## src/hw/rtl/twq_pkg.sv

```systemverilog
// ----------------------------------------------------------------------------
// twq_pkg
// Shared constants, codes and types of the timed wait queue.
// ----------------------------------------------------------------------------
package twq_pkg;

  localparam int QUEUE_DEPTH = 16;
  localparam int AW          = (QUEUE_DEPTH > 1) ? $clog2(QUEUE_DEPTH) : 1;
  localparam int CW          = $clog2(QUEUE_DEPTH + 1);

  localparam int MODE_W   = 3;
  localparam int ID_W     = 16;
  localparam int LIMIT_W  = 16;
  localparam int STATUS_W = 2;
  localparam int COUNT_W  = 5;

  localparam logic [MODE_W-1:0] MODE_INSERT        = 3'd0;
  localparam logic [MODE_W-1:0] MODE_REMOVE        = 3'd1;
  localparam logic [MODE_W-1:0] MODE_FIND          = 3'd2;
  localparam logic [MODE_W-1:0] MODE_TAKE_FIRST    = 3'd3;
  localparam logic [MODE_W-1:0] MODE_TAKE_UNTIMED  = 3'd4;
  localparam logic [MODE_W-1:0] MODE_TAKE_TIMED    = 3'd5;
  localparam logic [MODE_W-1:0] MODE_TICK          = 3'd6;

  localparam logic [STATUS_W-1:0] ST_OK       = 2'd0;
  localparam logic [STATUS_W-1:0] ST_NOTFOUND = 2'd1;
  localparam logic [STATUS_W-1:0] ST_DUP      = 2'd2;
  localparam logic [STATUS_W-1:0] ST_FULL     = 2'd3;

  typedef struct packed {
    logic [ID_W-1:0]    id;
    logic               timed;
    logic [LIMIT_W-1:0] limit;
    logic [LIMIT_W-1:0] elapsed;
  } entry_t;

  localparam int ENTRY_W = $bits(entry_t);

  typedef enum logic [2:0] {
    S_IDLE,
    S_WALK,
    S_REL_RD,
    S_REL_OUT,
    S_FINAL
  } state_t;

  typedef struct packed {
    logic start;
    logic walk;
    logic rel_read;
    logic rel_emit;
    logic final_emit;
  } cmd_t;

  typedef struct packed {
    logic walk_done;
    logic is_tick;
    logic rel_any;
    logic rel_last;
    logic out_free;
  } sts_t;

endpackage

```

## src/hw/rtl/twq_if.sv

```systemverilog
// ----------------------------------------------------------------------------
// twq_if
// Valid/ready channel interfaces for the queue commands and their results.
// ----------------------------------------------------------------------------
interface twq_in_if;
  import twq_pkg::*;

  logic                  valid;
  logic                  ready;
  logic [MODE_W-1:0]     mode;
  logic [ID_W-1:0]       entry_id;
  logic                  timed;
  logic [LIMIT_W-1:0]    wait_limit;

  modport source (output valid, output mode, output entry_id, output timed,
                  output wait_limit, input ready);
  modport sink (input valid, input mode, input entry_id, input timed,
                input wait_limit, output ready);
endinterface

interface twq_out_if;
  import twq_pkg::*;

  logic                  valid;
  logic                  ready;
  logic [STATUS_W-1:0]   status;
  logic [ID_W-1:0]       result_id;
  logic [COUNT_W-1:0]    released_count;
  logic [COUNT_W-1:0]    occupancy;
  logic                  last;

  modport source (output valid, output status, output result_id,
                  output released_count, output occupancy, output last,
                  input ready);
  modport sink (input valid, input status, input result_id,
                input released_count, input occupancy, input last,
                output ready);
endinterface

```

## src/hw/rtl/timed_wait_queue_top.sv

```systemverilog
// ----------------------------------------------------------------------------
// timed_wait_queue_top
// One command at a time; a walk reads the queued entries in order from the queue RAM.
// The walk reads one entry per cycle; a tick then emits each released id before
// the closing result, and these emissions can stall on the result side.
// A new command is taken once the previous closing result is registered.
// Synchronous reset empties the queue by clearing the entry count, not the queue RAM.
// ----------------------------------------------------------------------------
module timed_wait_queue_top (
  input logic       clk,
  input logic       rst_n,
  twq_in_if.sink    in_chan,
  twq_out_if.source out_chan
);
  import twq_pkg::*;

  cmd_t cmd;
  sts_t sts;

  twq_ctrl u_ctrl (
    .clk      (clk),
    .rst_n    (rst_n),
    .in_valid (in_chan.valid),
    .in_ready (in_chan.ready),
    .sts      (sts),
    .cmd      (cmd)
  );

  twq_datapath u_datapath (
    .clk                (clk),
    .rst_n              (rst_n),
    .cmd                (cmd),
    .sts                (sts),
    .in_mode            (in_chan.mode),
    .in_entry_id        (in_chan.entry_id),
    .in_timed           (in_chan.timed),
    .in_wait_limit      (in_chan.wait_limit),
    .out_ready          (out_chan.ready),
    .out_valid          (out_chan.valid),
    .out_status         (out_chan.status),
    .out_result_id      (out_chan.result_id),
    .out_released_count (out_chan.released_count),
    .out_occupancy      (out_chan.occupancy),
    .out_last           (out_chan.last)
  );

endmodule

```

## src/hw/rtl/twq_ram.sv

```systemverilog
// ----------------------------------------------------------------------------
// twq_ram
// Generic simple dual-port RAM with one write port and a registered read.
// ----------------------------------------------------------------------------
module twq_ram #(
  parameter int WIDTH = 16,
  parameter int DEPTH = 16
) (
  input  logic                                      clk,
  input  logic                                      we,
  input  logic [((DEPTH > 1) ? $clog2(DEPTH) : 1)-1:0] waddr,
  input  logic [WIDTH-1:0]                          wdata,
  input  logic                                      re,
  input  logic [((DEPTH > 1) ? $clog2(DEPTH) : 1)-1:0] raddr,
  output logic [WIDTH-1:0]                          rdata
);

  logic [WIDTH-1:0] mem_r [DEPTH];
  logic [WIDTH-1:0] rdata_r;

  always_ff @(posedge clk) begin
    if (we) begin
      mem_r[waddr] <= wdata;
    end
    if (re) begin
      rdata_r <= mem_r[raddr];
    end
  end

  assign rdata = rdata_r;

endmodule

```

## src/hw/rtl/twq_ctrl.sv

```systemverilog
// ----------------------------------------------------------------------------
// twq_ctrl
// Sequencer of the timed wait queue: accept, walk, release emission, close.
// ----------------------------------------------------------------------------
module twq_ctrl (
  input  logic          clk,
  input  logic          rst_n,
  input  logic          in_valid,
  output logic          in_ready,
  input  twq_pkg::sts_t sts,
  output twq_pkg::cmd_t cmd
);
  import twq_pkg::*;

  state_t state_r;
  state_t state_nxt;

  always_ff @(posedge clk) begin
    if (!rst_n) begin
      state_r <= S_IDLE;
    end else begin
      state_r <= state_nxt;
    end
  end

  always_comb begin
    state_nxt = state_r;
    case (state_r)
      S_IDLE: begin
        if (in_valid) begin
          state_nxt = S_WALK;
        end
      end
      S_WALK: begin
        if (sts.walk_done) begin
          state_nxt = (sts.is_tick && sts.rel_any) ? S_REL_RD : S_FINAL;
        end
      end
      S_REL_RD: begin
        state_nxt = S_REL_OUT;
      end
      S_REL_OUT: begin
        if (sts.out_free) begin
          state_nxt = sts.rel_last ? S_FINAL : S_REL_RD;
        end
      end
      S_FINAL: begin
        if (sts.out_free) begin
          state_nxt = S_IDLE;
        end
      end
      default: begin
        state_nxt = S_IDLE;
      end
    endcase
  end

  always_comb begin
    in_ready = 1'b0;
    cmd      = '0;
    case (state_r)
      S_IDLE: begin
        in_ready  = 1'b1;
        cmd.start = in_valid;
      end
      S_WALK: begin
        cmd.walk = 1'b1;
      end
      S_REL_RD: begin
        cmd.rel_read = 1'b1;
      end
      S_REL_OUT: begin
        cmd.rel_emit = sts.out_free;
      end
      S_FINAL: begin
        cmd.final_emit = sts.out_free;
      end
      default: begin
        in_ready = 1'b0;
      end
    endcase
  end

endmodule

```

## src/hw/rtl/twq_datapath.sv

```systemverilog
// ----------------------------------------------------------------------------
// twq_datapath
// Queue storage, compacting walk, release buffer and result register.
// ----------------------------------------------------------------------------
module twq_datapath (
  input  logic                            clk,
  input  logic                            rst_n,
  input  twq_pkg::cmd_t                   cmd,
  output twq_pkg::sts_t                   sts,
  input  logic [twq_pkg::MODE_W-1:0]      in_mode,
  input  logic [twq_pkg::ID_W-1:0]        in_entry_id,
  input  logic                            in_timed,
  input  logic [twq_pkg::LIMIT_W-1:0]     in_wait_limit,
  input  logic                            out_ready,
  output logic                            out_valid,
  output logic [twq_pkg::STATUS_W-1:0]    out_status,
  output logic [twq_pkg::ID_W-1:0]        out_result_id,
  output logic [twq_pkg::COUNT_W-1:0]     out_released_count,
  output logic [twq_pkg::COUNT_W-1:0]     out_occupancy,
  output logic                            out_last
);
  import twq_pkg::*;

  logic [MODE_W-1:0]   mode_r;
  logic [ID_W-1:0]     key_id_r;
  logic                key_timed_r;
  logic [LIMIT_W-1:0]  key_limit_r;
  logic [CW-1:0]       count_r, count_nxt;
  logic [CW-1:0]       rd_idx_r, rd_idx_nxt;
  logic [CW-1:0]       wr_idx_r, wr_idx_nxt;
  logic [CW-1:0]       rel_cnt_r, rel_cnt_nxt;
  logic [CW-1:0]       emit_idx_r, emit_idx_nxt;
  logic                pend_r, pend_nxt;
  logic                hit_r, hit_nxt;
  logic [ID_W-1:0]     got_id_r, got_id_nxt;
  logic [STATUS_W-1:0] fin_status_r, fin_status_nxt;

  logic                out_valid_r, out_valid_nxt;
  logic [STATUS_W-1:0] out_status_r, out_status_nxt;
  logic [ID_W-1:0]     out_id_r, out_id_nxt;
  logic [COUNT_W-1:0]  out_rel_r, out_rel_nxt;
  logic [COUNT_W-1:0]  out_occ_r, out_occ_nxt;
  logic                out_last_r, out_last_nxt;

  logic                q_we, q_re;
  logic [AW-1:0]       q_waddr;
  logic [ENTRY_W-1:0]  q_wdata, q_rdata;
  logic                r_we;
  logic [ID_W-1:0]     r_rdata;

  entry_t              ent, ent_upd, ent_new;
  logic [LIMIT_W-1:0]  elapsed_inc;
  logic                match_id, kind_hit, hit_now, release_now, drop, is_take;
  logic                walk_done, issue, commit, ins_ok, out_free;

  twq_ram #(.WIDTH(ENTRY_W), .DEPTH(QUEUE_DEPTH)) u_queue_ram (
    .clk   (clk),
    .we    (q_we),
    .waddr (q_waddr),
    .wdata (q_wdata),
    .re    (q_re),
    .raddr (rd_idx_r[AW-1:0]),
    .rdata (q_rdata)
  );

  twq_ram #(.WIDTH(ID_W), .DEPTH(QUEUE_DEPTH)) u_release_ram (
    .clk   (clk),
    .we    (r_we),
    .waddr (rel_cnt_r[AW-1:0]),
    .wdata (ent.id),
    .re    (cmd.rel_read),
    .raddr (emit_idx_r[AW-1:0]),
    .rdata (r_rdata)
  );

  always_comb begin
    ent         = entry_t'(q_rdata);
    match_id    = (ent.id == key_id_r);
    elapsed_inc = (ent.timed && (ent.elapsed != {LIMIT_W{1'b1}})) ?
                  ent.elapsed + LIMIT_W'(1) : ent.elapsed;
    ent_upd     = ent;
    if (mode_r == MODE_TICK) begin
      ent_upd.elapsed = elapsed_inc;
    end
    release_now = (mode_r == MODE_TICK) && ent.timed && (elapsed_inc >= ent.limit);

    kind_hit = 1'b0;
    is_take  = 1'b0;
    hit_now  = 1'b0;
    case (mode_r)
      MODE_INSERT, MODE_FIND: begin
        hit_now = match_id;
      end
      MODE_REMOVE: begin
        hit_now = match_id;
        is_take = 1'b1;
      end
      MODE_TAKE_FIRST: begin
        kind_hit = 1'b1;
        hit_now  = kind_hit;
        is_take  = 1'b1;
      end
      MODE_TAKE_UNTIMED: begin
        kind_hit = !ent.timed;
        hit_now  = kind_hit;
        is_take  = 1'b1;
      end
      MODE_TAKE_TIMED: begin
        kind_hit = ent.timed;
        hit_now  = kind_hit;
        is_take  = 1'b1;
      end
      default: begin
        hit_now = 1'b0;
      end
    endcase
    hit_now = hit_now && pend_r && !hit_r;
    drop    = pend_r && (release_now || (hit_now && is_take));

    walk_done = (rd_idx_r == count_r) && !pend_r;
    issue     = cmd.walk && (rd_idx_r != count_r);
    commit    = cmd.walk && walk_done;
    ins_ok    = (mode_r == MODE_INSERT) && !hit_r && (wr_idx_r != CW'(QUEUE_DEPTH));
    out_free  = !out_valid_r || out_ready;

    ent_new.id      = key_id_r;
    ent_new.timed   = key_timed_r;
    ent_new.limit   = key_limit_r;
    ent_new.elapsed = '0;

    q_re    = issue;
    q_we    = 1'b0;
    q_waddr = wr_idx_r[AW-1:0];
    q_wdata = ent_upd;
    if (cmd.walk && pend_r && !drop) begin
      q_we = 1'b1;
    end else if (commit && ins_ok) begin
      q_we    = 1'b1;
      q_wdata = ent_new;
    end
    r_we = cmd.walk && pend_r && release_now;
  end

  always_comb begin
    count_nxt      = count_r;
    rd_idx_nxt     = rd_idx_r;
    wr_idx_nxt     = wr_idx_r;
    rel_cnt_nxt    = rel_cnt_r;
    emit_idx_nxt   = emit_idx_r;
    pend_nxt       = pend_r;
    hit_nxt        = hit_r;
    got_id_nxt     = got_id_r;
    fin_status_nxt = fin_status_r;

    if (cmd.start) begin
      rd_idx_nxt     = '0;
      wr_idx_nxt     = '0;
      rel_cnt_nxt    = '0;
      emit_idx_nxt   = '0;
      pend_nxt       = 1'b0;
      hit_nxt        = 1'b0;
      got_id_nxt     = '0;
      fin_status_nxt = ST_OK;
    end

    if (cmd.walk) begin
      pend_nxt = issue;
      if (issue) begin
        rd_idx_nxt = rd_idx_r + CW'(1);
      end
      if (pend_r) begin
        if (!drop) begin
          wr_idx_nxt = wr_idx_r + CW'(1);
        end
        if (release_now) begin
          rel_cnt_nxt = rel_cnt_r + CW'(1);
        end
        if (hit_now) begin
          hit_nxt = 1'b1;
          if (mode_r != MODE_INSERT) begin
            got_id_nxt = ent.id;
          end
        end
      end
    end

    if (commit) begin
      count_nxt = ins_ok ? wr_idx_r + CW'(1) : wr_idx_r;
      case (mode_r)
        MODE_INSERT: begin
          if (hit_r) begin
            fin_status_nxt = ST_DUP;
          end else if (!ins_ok) begin
            fin_status_nxt = ST_FULL;
          end else begin
            fin_status_nxt = ST_OK;
          end
        end
        MODE_REMOVE, MODE_FIND, MODE_TAKE_FIRST, MODE_TAKE_UNTIMED, MODE_TAKE_TIMED: begin
          fin_status_nxt = hit_r ? ST_OK : ST_NOTFOUND;
        end
        default: begin
          fin_status_nxt = ST_OK;
        end
      endcase
    end

    if (cmd.rel_emit) begin
      emit_idx_nxt = emit_idx_r + CW'(1);
    end
  end

  always_comb begin
    out_valid_nxt  = out_ready ? 1'b0 : out_valid_r;
    out_status_nxt = out_status_r;
    out_id_nxt     = out_id_r;
    out_rel_nxt    = out_rel_r;
    out_occ_nxt    = out_occ_r;
    out_last_nxt   = out_last_r;
    if (cmd.rel_emit) begin
      out_valid_nxt  = 1'b1;
      out_status_nxt = ST_OK;
      out_id_nxt     = r_rdata;
      out_rel_nxt    = '0;
      out_occ_nxt    = COUNT_W'(count_r);
      out_last_nxt   = 1'b0;
    end else if (cmd.final_emit) begin
      out_valid_nxt  = 1'b1;
      out_status_nxt = fin_status_r;
      out_id_nxt     = got_id_r;
      out_rel_nxt    = COUNT_W'(rel_cnt_r);
      out_occ_nxt    = COUNT_W'(count_r);
      out_last_nxt   = 1'b1;
    end
  end

  always_ff @(posedge clk) begin
    if (!rst_n) begin
      count_r     <= '0;
      pend_r      <= 1'b0;
      out_valid_r <= 1'b0;
    end else begin
      count_r     <= count_nxt;
      pend_r      <= pend_nxt;
      out_valid_r <= out_valid_nxt;
    end
  end

  always_ff @(posedge clk) begin
    if (cmd.start) begin
      mode_r      <= in_mode;
      key_id_r    <= in_entry_id;
      key_timed_r <= in_timed;
      key_limit_r <= in_wait_limit;
    end
    rd_idx_r     <= rd_idx_nxt;
    wr_idx_r     <= wr_idx_nxt;
    rel_cnt_r    <= rel_cnt_nxt;
    emit_idx_r   <= emit_idx_nxt;
    hit_r        <= hit_nxt;
    got_id_r     <= got_id_nxt;
    fin_status_r <= fin_status_nxt;
    out_status_r <= out_status_nxt;
    out_id_r     <= out_id_nxt;
    out_rel_r    <= out_rel_nxt;
    out_occ_r    <= out_occ_nxt;
    out_last_r   <= out_last_nxt;
  end

  always_comb begin
    sts.walk_done = walk_done;
    sts.is_tick   = (mode_r == MODE_TICK);
    sts.rel_any   = (rel_cnt_r != '0);
    sts.rel_last  = ((emit_idx_r + CW'(1)) == rel_cnt_r);
    sts.out_free  = out_free;
  end

  assign out_valid          = out_valid_r;
  assign out_status         = out_status_r;
  assign out_result_id      = out_id_r;
  assign out_released_count = out_rel_r;
  assign out_occupancy      = out_occ_r;
  assign out_last           = out_last_r;

endmodule

```

## src/flat_wrapper.sv

```systemverilog
// flat-port wrapper written by rule: the top's interface ports become plain ports
module timed_wait_queue_top_flat import twq_pkg::*;
  (clk, rst_n, in_chan_valid, in_chan_mode, in_chan_entry_id, in_chan_timed, in_chan_wait_limit, in_chan_ready, out_chan_valid, out_chan_status, out_chan_result_id, out_chan_released_count, out_chan_occupancy, out_chan_last, out_chan_ready);
  twq_in_if in_chan_i ();
  twq_out_if out_chan_i ();
  input logic clk;
  input logic rst_n;
  input wire logic [$bits(in_chan_i.valid)-1:0] in_chan_valid;
  input wire logic [$bits(in_chan_i.mode)-1:0] in_chan_mode;
  input wire logic [$bits(in_chan_i.entry_id)-1:0] in_chan_entry_id;
  input wire logic [$bits(in_chan_i.timed)-1:0] in_chan_timed;
  input wire logic [$bits(in_chan_i.wait_limit)-1:0] in_chan_wait_limit;
  output wire logic [$bits(in_chan_i.ready)-1:0] in_chan_ready;
  output wire logic [$bits(out_chan_i.valid)-1:0] out_chan_valid;
  output wire logic [$bits(out_chan_i.status)-1:0] out_chan_status;
  output wire logic [$bits(out_chan_i.result_id)-1:0] out_chan_result_id;
  output wire logic [$bits(out_chan_i.released_count)-1:0] out_chan_released_count;
  output wire logic [$bits(out_chan_i.occupancy)-1:0] out_chan_occupancy;
  output wire logic [$bits(out_chan_i.last)-1:0] out_chan_last;
  input wire logic [$bits(out_chan_i.ready)-1:0] out_chan_ready;
  assign in_chan_i.valid = in_chan_valid;
  assign in_chan_i.mode = in_chan_mode;
  assign in_chan_i.entry_id = in_chan_entry_id;
  assign in_chan_i.timed = in_chan_timed;
  assign in_chan_i.wait_limit = in_chan_wait_limit;
  assign in_chan_ready = in_chan_i.ready;
  assign out_chan_valid = out_chan_i.valid;
  assign out_chan_status = out_chan_i.status;
  assign out_chan_result_id = out_chan_i.result_id;
  assign out_chan_released_count = out_chan_i.released_count;
  assign out_chan_occupancy = out_chan_i.occupancy;
  assign out_chan_last = out_chan_i.last;
  assign out_chan_i.ready = out_chan_ready;
  timed_wait_queue_top u_core (.clk(clk), .rst_n(rst_n), .in_chan(in_chan_i), .out_chan(out_chan_i));
endmodule
```

## config.mk

```make
export PLATFORM = sky130hd
export DESIGN_NAME = timed_wait_queue_top_flat
export DESIGN_NICKNAME = d
export VERILOG_FILES = /design/src/hw/rtl/twq_pkg.sv /design/src/hw/rtl/twq_if.sv /design/src/hw/rtl/timed_wait_queue_top.sv /design/src/hw/rtl/twq_ram.sv /design/src/hw/rtl/twq_ctrl.sv /design/src/hw/rtl/twq_datapath.sv /design/src/flat_wrapper.sv
export SDC_FILE = /design/constraint.sdc
export NUM_CORES = 1
export LEC_CHECK = 0
export BUFFER_PORTS_ARGS = -buffer_cell sky130_fd_sc_hd__buf_2
export CAP_MARGIN = 10
export CORE_MARGIN = 5
export CORE_UTILIZATION = 50
export DETAILED_ROUTE_END_ITERATION = 7
export GPL_TIMING_DRIVEN = 0
export PLACE_DENSITY = 0.66
export RECOVER_POWER = 100
export SLEW_MARGIN = 20
export SYNTH_ARGS = -nofsm -noshare
export SYNTH_HDL_FRONTEND = slang
export SYNTH_SLANG_ARGS = --single-unit
```

## constraint.sdc

```tcl
create_clock -name clk -period 17.6 [get_ports clk]
set_clock_uncertainty 0.1 [all_clocks]
set_input_delay 1.76 -clock clk [delete_from_list [all_inputs] [get_ports clk]]
set_output_delay 1.76 -clock clk [all_outputs]
set_load 0.01 [all_outputs]
```

==> out/qor.yml <==
sta:
  setup_viol: 0
  finalHoldViolations: 0
  rsz0062_at_grt: "false"
  clock.fmax_mhz: 103
  final_min_period_over_clock_period: 0.552
  maxSlewHeadroom: -1.12
  slew_violations: 135
  period_minus_slack_ns: 9.72
  tightest_slew_ns: 3.10
  final.setup.tns_ns: 0
synth:
  synth-simple-area-share: 0.0261
  muxShareOfSynthArea: 0.169
  synth-main-ff-cell: "edfxtp_1"
  syn_area_per_cell_um2: 21.7
  post_synth_num_cell_types: 54
  syn_nets: 2260
  ys_seq_elements: 1219
  synth_compound_area_frac: 0.0124
  async_flop_share: 0
  syn_area_um2: 47500
  synth_fa_ha_area_frac: 0.00732
  synth_top_family_by_area: "multiplexers"
  netlist_instances: 2193
  synth_seq_area_share: 0.760
  synthXorXnorAreaFrac: 0.0111
  synth_edf_count: 1169
  ys.warnings.count: 0
detailed_routing:
  wl_per_cell_um: 28.0
  via_per_inst: 5.87
  drc: 0
  drt_wl_total_mm: 108
  drtIter0Drc: 2237
  first_pass_iters: 5
  num_vias: 22653
  antenna_left: 0
clock_tree:
  cts_tree: "done"
  cts_hold_buf: 0
  cts_sinks: 1219
  clockBufferDepth: 3
  cts.htree.levels: 3
  cts_setup_buffers: 0
  cts.clk_slew.worst_paths_ns: 0.06
  cts_resized: 0
  cts_buffers: 118
  cts-root-buf: "clkbuf_16"
  clkLatencyLatePin_ns: 0.69
global_route:
  grt_max_degree: 35
  grt_pass1_vias: 24136
  grt_pass1_wl_mm: 159
  globalRouteTotalUtil: 0.214
  antenna_found_initial: 2
  overflow: 0
cells_and_area:
  layout_commonest_cell: "edfxtp_1"
  num-fill-cells: 7016
  area_growth_pct: 12.5
  antennaDiodeCount: 0
  drive_above_1_share: 0.212
  final_cell_mix: "1,169 x edfxtp_1, 325 x mux4_2, 260 x clkbuf_1"
  finalNetCount: 2557
critical_path:
  worstSetupPathType: "reg -> reg"
  required_ns: 17.80
  cp_data_arrival_time_ns: 9.92
  path_buf_inv: 5
  max_stage_delay_ns: 1.63
  cp_max_fo: 10
  cpMostUsedCell: "clkbuf_1"
  critPathLaunchType: "flop"
  crit_chain: "clkbuf_1 -> nand3_1 -> nor2_1 -> nor3b_1 -> nand2_1 -> xnor2_1 -> ha_1 -> a211oi_1 -> nor2_1 -> or3_1 -> a211oi_1 -> o21ai_0 -> clkbuf_1 -> a211oi_1 -> clkbuf_1 -> clkbuf_1 -> clkbuf_1"
  path_delay_family: "compound AO/OA/AOI/OAI gates"
  endpoint_kind: "flop"
  cpMaxStageDelayCell: "a211oi_1"
die:
  die_h_um: 318
  die_width_um: 318
  coreArea_um2: 94600
  ios: 71
  initial_core_util: 0.502
  die_area_um2: 101000
  num_rows: 113
place:
  port_buffers: 70
  finalWeightedCongestion: 0.812
  dp_hpwl_mm: 74.0
run_status:
  violations: "capacitance limit, slew limit"
  status: "finished with violations"
job:
  drv_cap: 13
hold_path:
  hp-class: "reg -> reg"
power_and_ir_drop:
  max-vdd-ir-drop_v: 0.000108
  cellPowerDensity_nw_per_um2: 138
  p_leak_nw: 16.7
  p_total_w: 0.00740
[stage by stage]
step | instance area, um^2 | util | hold WS [ns] | setup slack, ns | std cells
after CTS | 54600 | 0.577 | 0.356 | 11.24 | 3858
after global routing | 53400 | 0.565 | 0.391 | 7.32 | 3858
after floorplan | 47500 | - | 0.339 | 5.78 | 2193
final | 53400 | 0.565 | 0.353 | 7.88 | 3858
after global placement | 49400 | 0.523 | 0.343 | -5.72 | 3528
after detailed placement | 50900 | 0.538 | 0.348 | 11.28 | 3635
[final timing paths]
check                                    startpoint  slack, ns                                     endpoint  cells after the start
max reg2reg  u_core.u_datapath.u_queue_ram.rdata[6]       7.88  u_core.u_datapath.u_queue_ram.mem_r[14][24]                     17
min reg2reg              u_core.u_datapath.out_last       0.35                   u_core.u_datapath.out_last                      2
min                      u_core.u_datapath.out_last       0.35                   u_core.u_datapath.out_last                      2
max          u_core.u_datapath.u_queue_ram.rdata[6]       7.88  u_core.u_datapath.u_queue_ram.mem_r[14][24]                     17
[area by class of cell]
class | instances | area, um^2 | area share
buffer | 110 | 448 | 0.00838
multi-input combinational | 816 | 10700 | 0.200
timing repair buffer | 177 | 704 | 0.0132
sequential | 1219 | 36100 | 0.676
inverter | 48 | 181 | 0.00340
clock buffer | 156 | 3180 | 0.0595
tap | 1265 | 1580 | 0.0296
clock inverter | 67 | 529 | 0.00991
[cell families after synthesis]
logic type | Yosys count
flip-flops | 1219
multiplexers | 392
AND/OR/NAND/NOR | 261
buffers and inverters | 158
AO/OA/AOI/OAI | 75
XOR/XNOR | 60
adder cells (fa/ha/maj) | 28
[registers in the layout (all words and copies together) (netlist names), 2 cells and up]
signal,flops
u_core.u_datapath.key_id_r,16
u_core.u_datapath.u_release_ram.rdata,16
u_core.u_datapath.count_r,5
u_core.u_datapath.rel_cnt_r,5
u_core.u_datapath.emit_idx_r,5
u_core.u_datapath.key_limit_r,16
u_core.u_datapath.out_released_count,5
u_core.u_datapath.out_status,2
u_core.u_datapath.u_queue_ram.mem_r,784
u_core.u_datapath.rd_idx_r,5
u_core.u_datapath.got_id_r,16
u_core.u_datapath.mode_r,3
u_core.u_datapath.out_occupancy,5
u_core.u_ctrl.state_r,3
u_core.u_datapath.u_queue_ram.rdata,49
u_core.u_datapath.out_result_id,16
u_core.u_datapath.fin_status_r,2
u_core.u_datapath.u_release_ram.mem_r,256
u_core.u_datapath.wr_idx_r,5
[power by group]
part | switching [W] | internal (W) | total, W
Combinational | 0.000746 | 0.000489 | 0.00124
Clock | 0.00104 | 0.00138 | 0.00242
Sequential | 0.000141 | 0.00360 | 0.00374
[worst register-to-register path, cell delays in order, from the launching register on]
cell and delay [ns]:
edfxtp_1 0.41, clkbuf_1 0.33, nand3_1 0.23, nor2_1 0.46, nor3b_1 0.53, nand2_1 0.13
xnor2_1 0.19, ha_1 0.28, a211oi_1 0.25, nor2_1 0.08, or3_1 0.34, a211oi_1 1.46
o21ai_0 0.38, clkbuf_1 0.36, a211oi_1 1.64, clkbuf_1 0.71, clkbuf_1 0.68, clkbuf_1 0.76
[per-layer routing]
metal | GRT usage | vias up | wire [um]
li1 | - | 9682 | -
met1 | 0.277 | 12014 | 41700
met2 | 0.377 | 765 | 56600
met3 | 0.0361 | 192 | 6450
met4 | 0.0636 | 0 | 3380
met5 | 0 | - | 0
[synthesized netlist by cell type (10+ instances only)]
cell type,number,share of area
edfxtp_1,1169,0.74
mux4_2,325,0.15
nand2_1,108,0.0085
clkbuf_1,58,0.0046
dfxtp_1,50,0.021
inv_1,47,0.0037
nor2_1,46,0.0036
mux2_2,36,0.0085
buf_2,35,0.0037
xnor2_1,34,0.0063
mux2i_1,31,0.0065
ha_1,27,0.0071
xor2_1,26,0.0048
and3_1,19,0.0025
nand3_1,19,0.0020
a211oi_1,18,0.0028
a21oi_1,17,0.0018
nand4_1,17,0.0022
buf_1,12,0.00095
and2_1,10,0.0013
(Power assumes the default switching activity.)
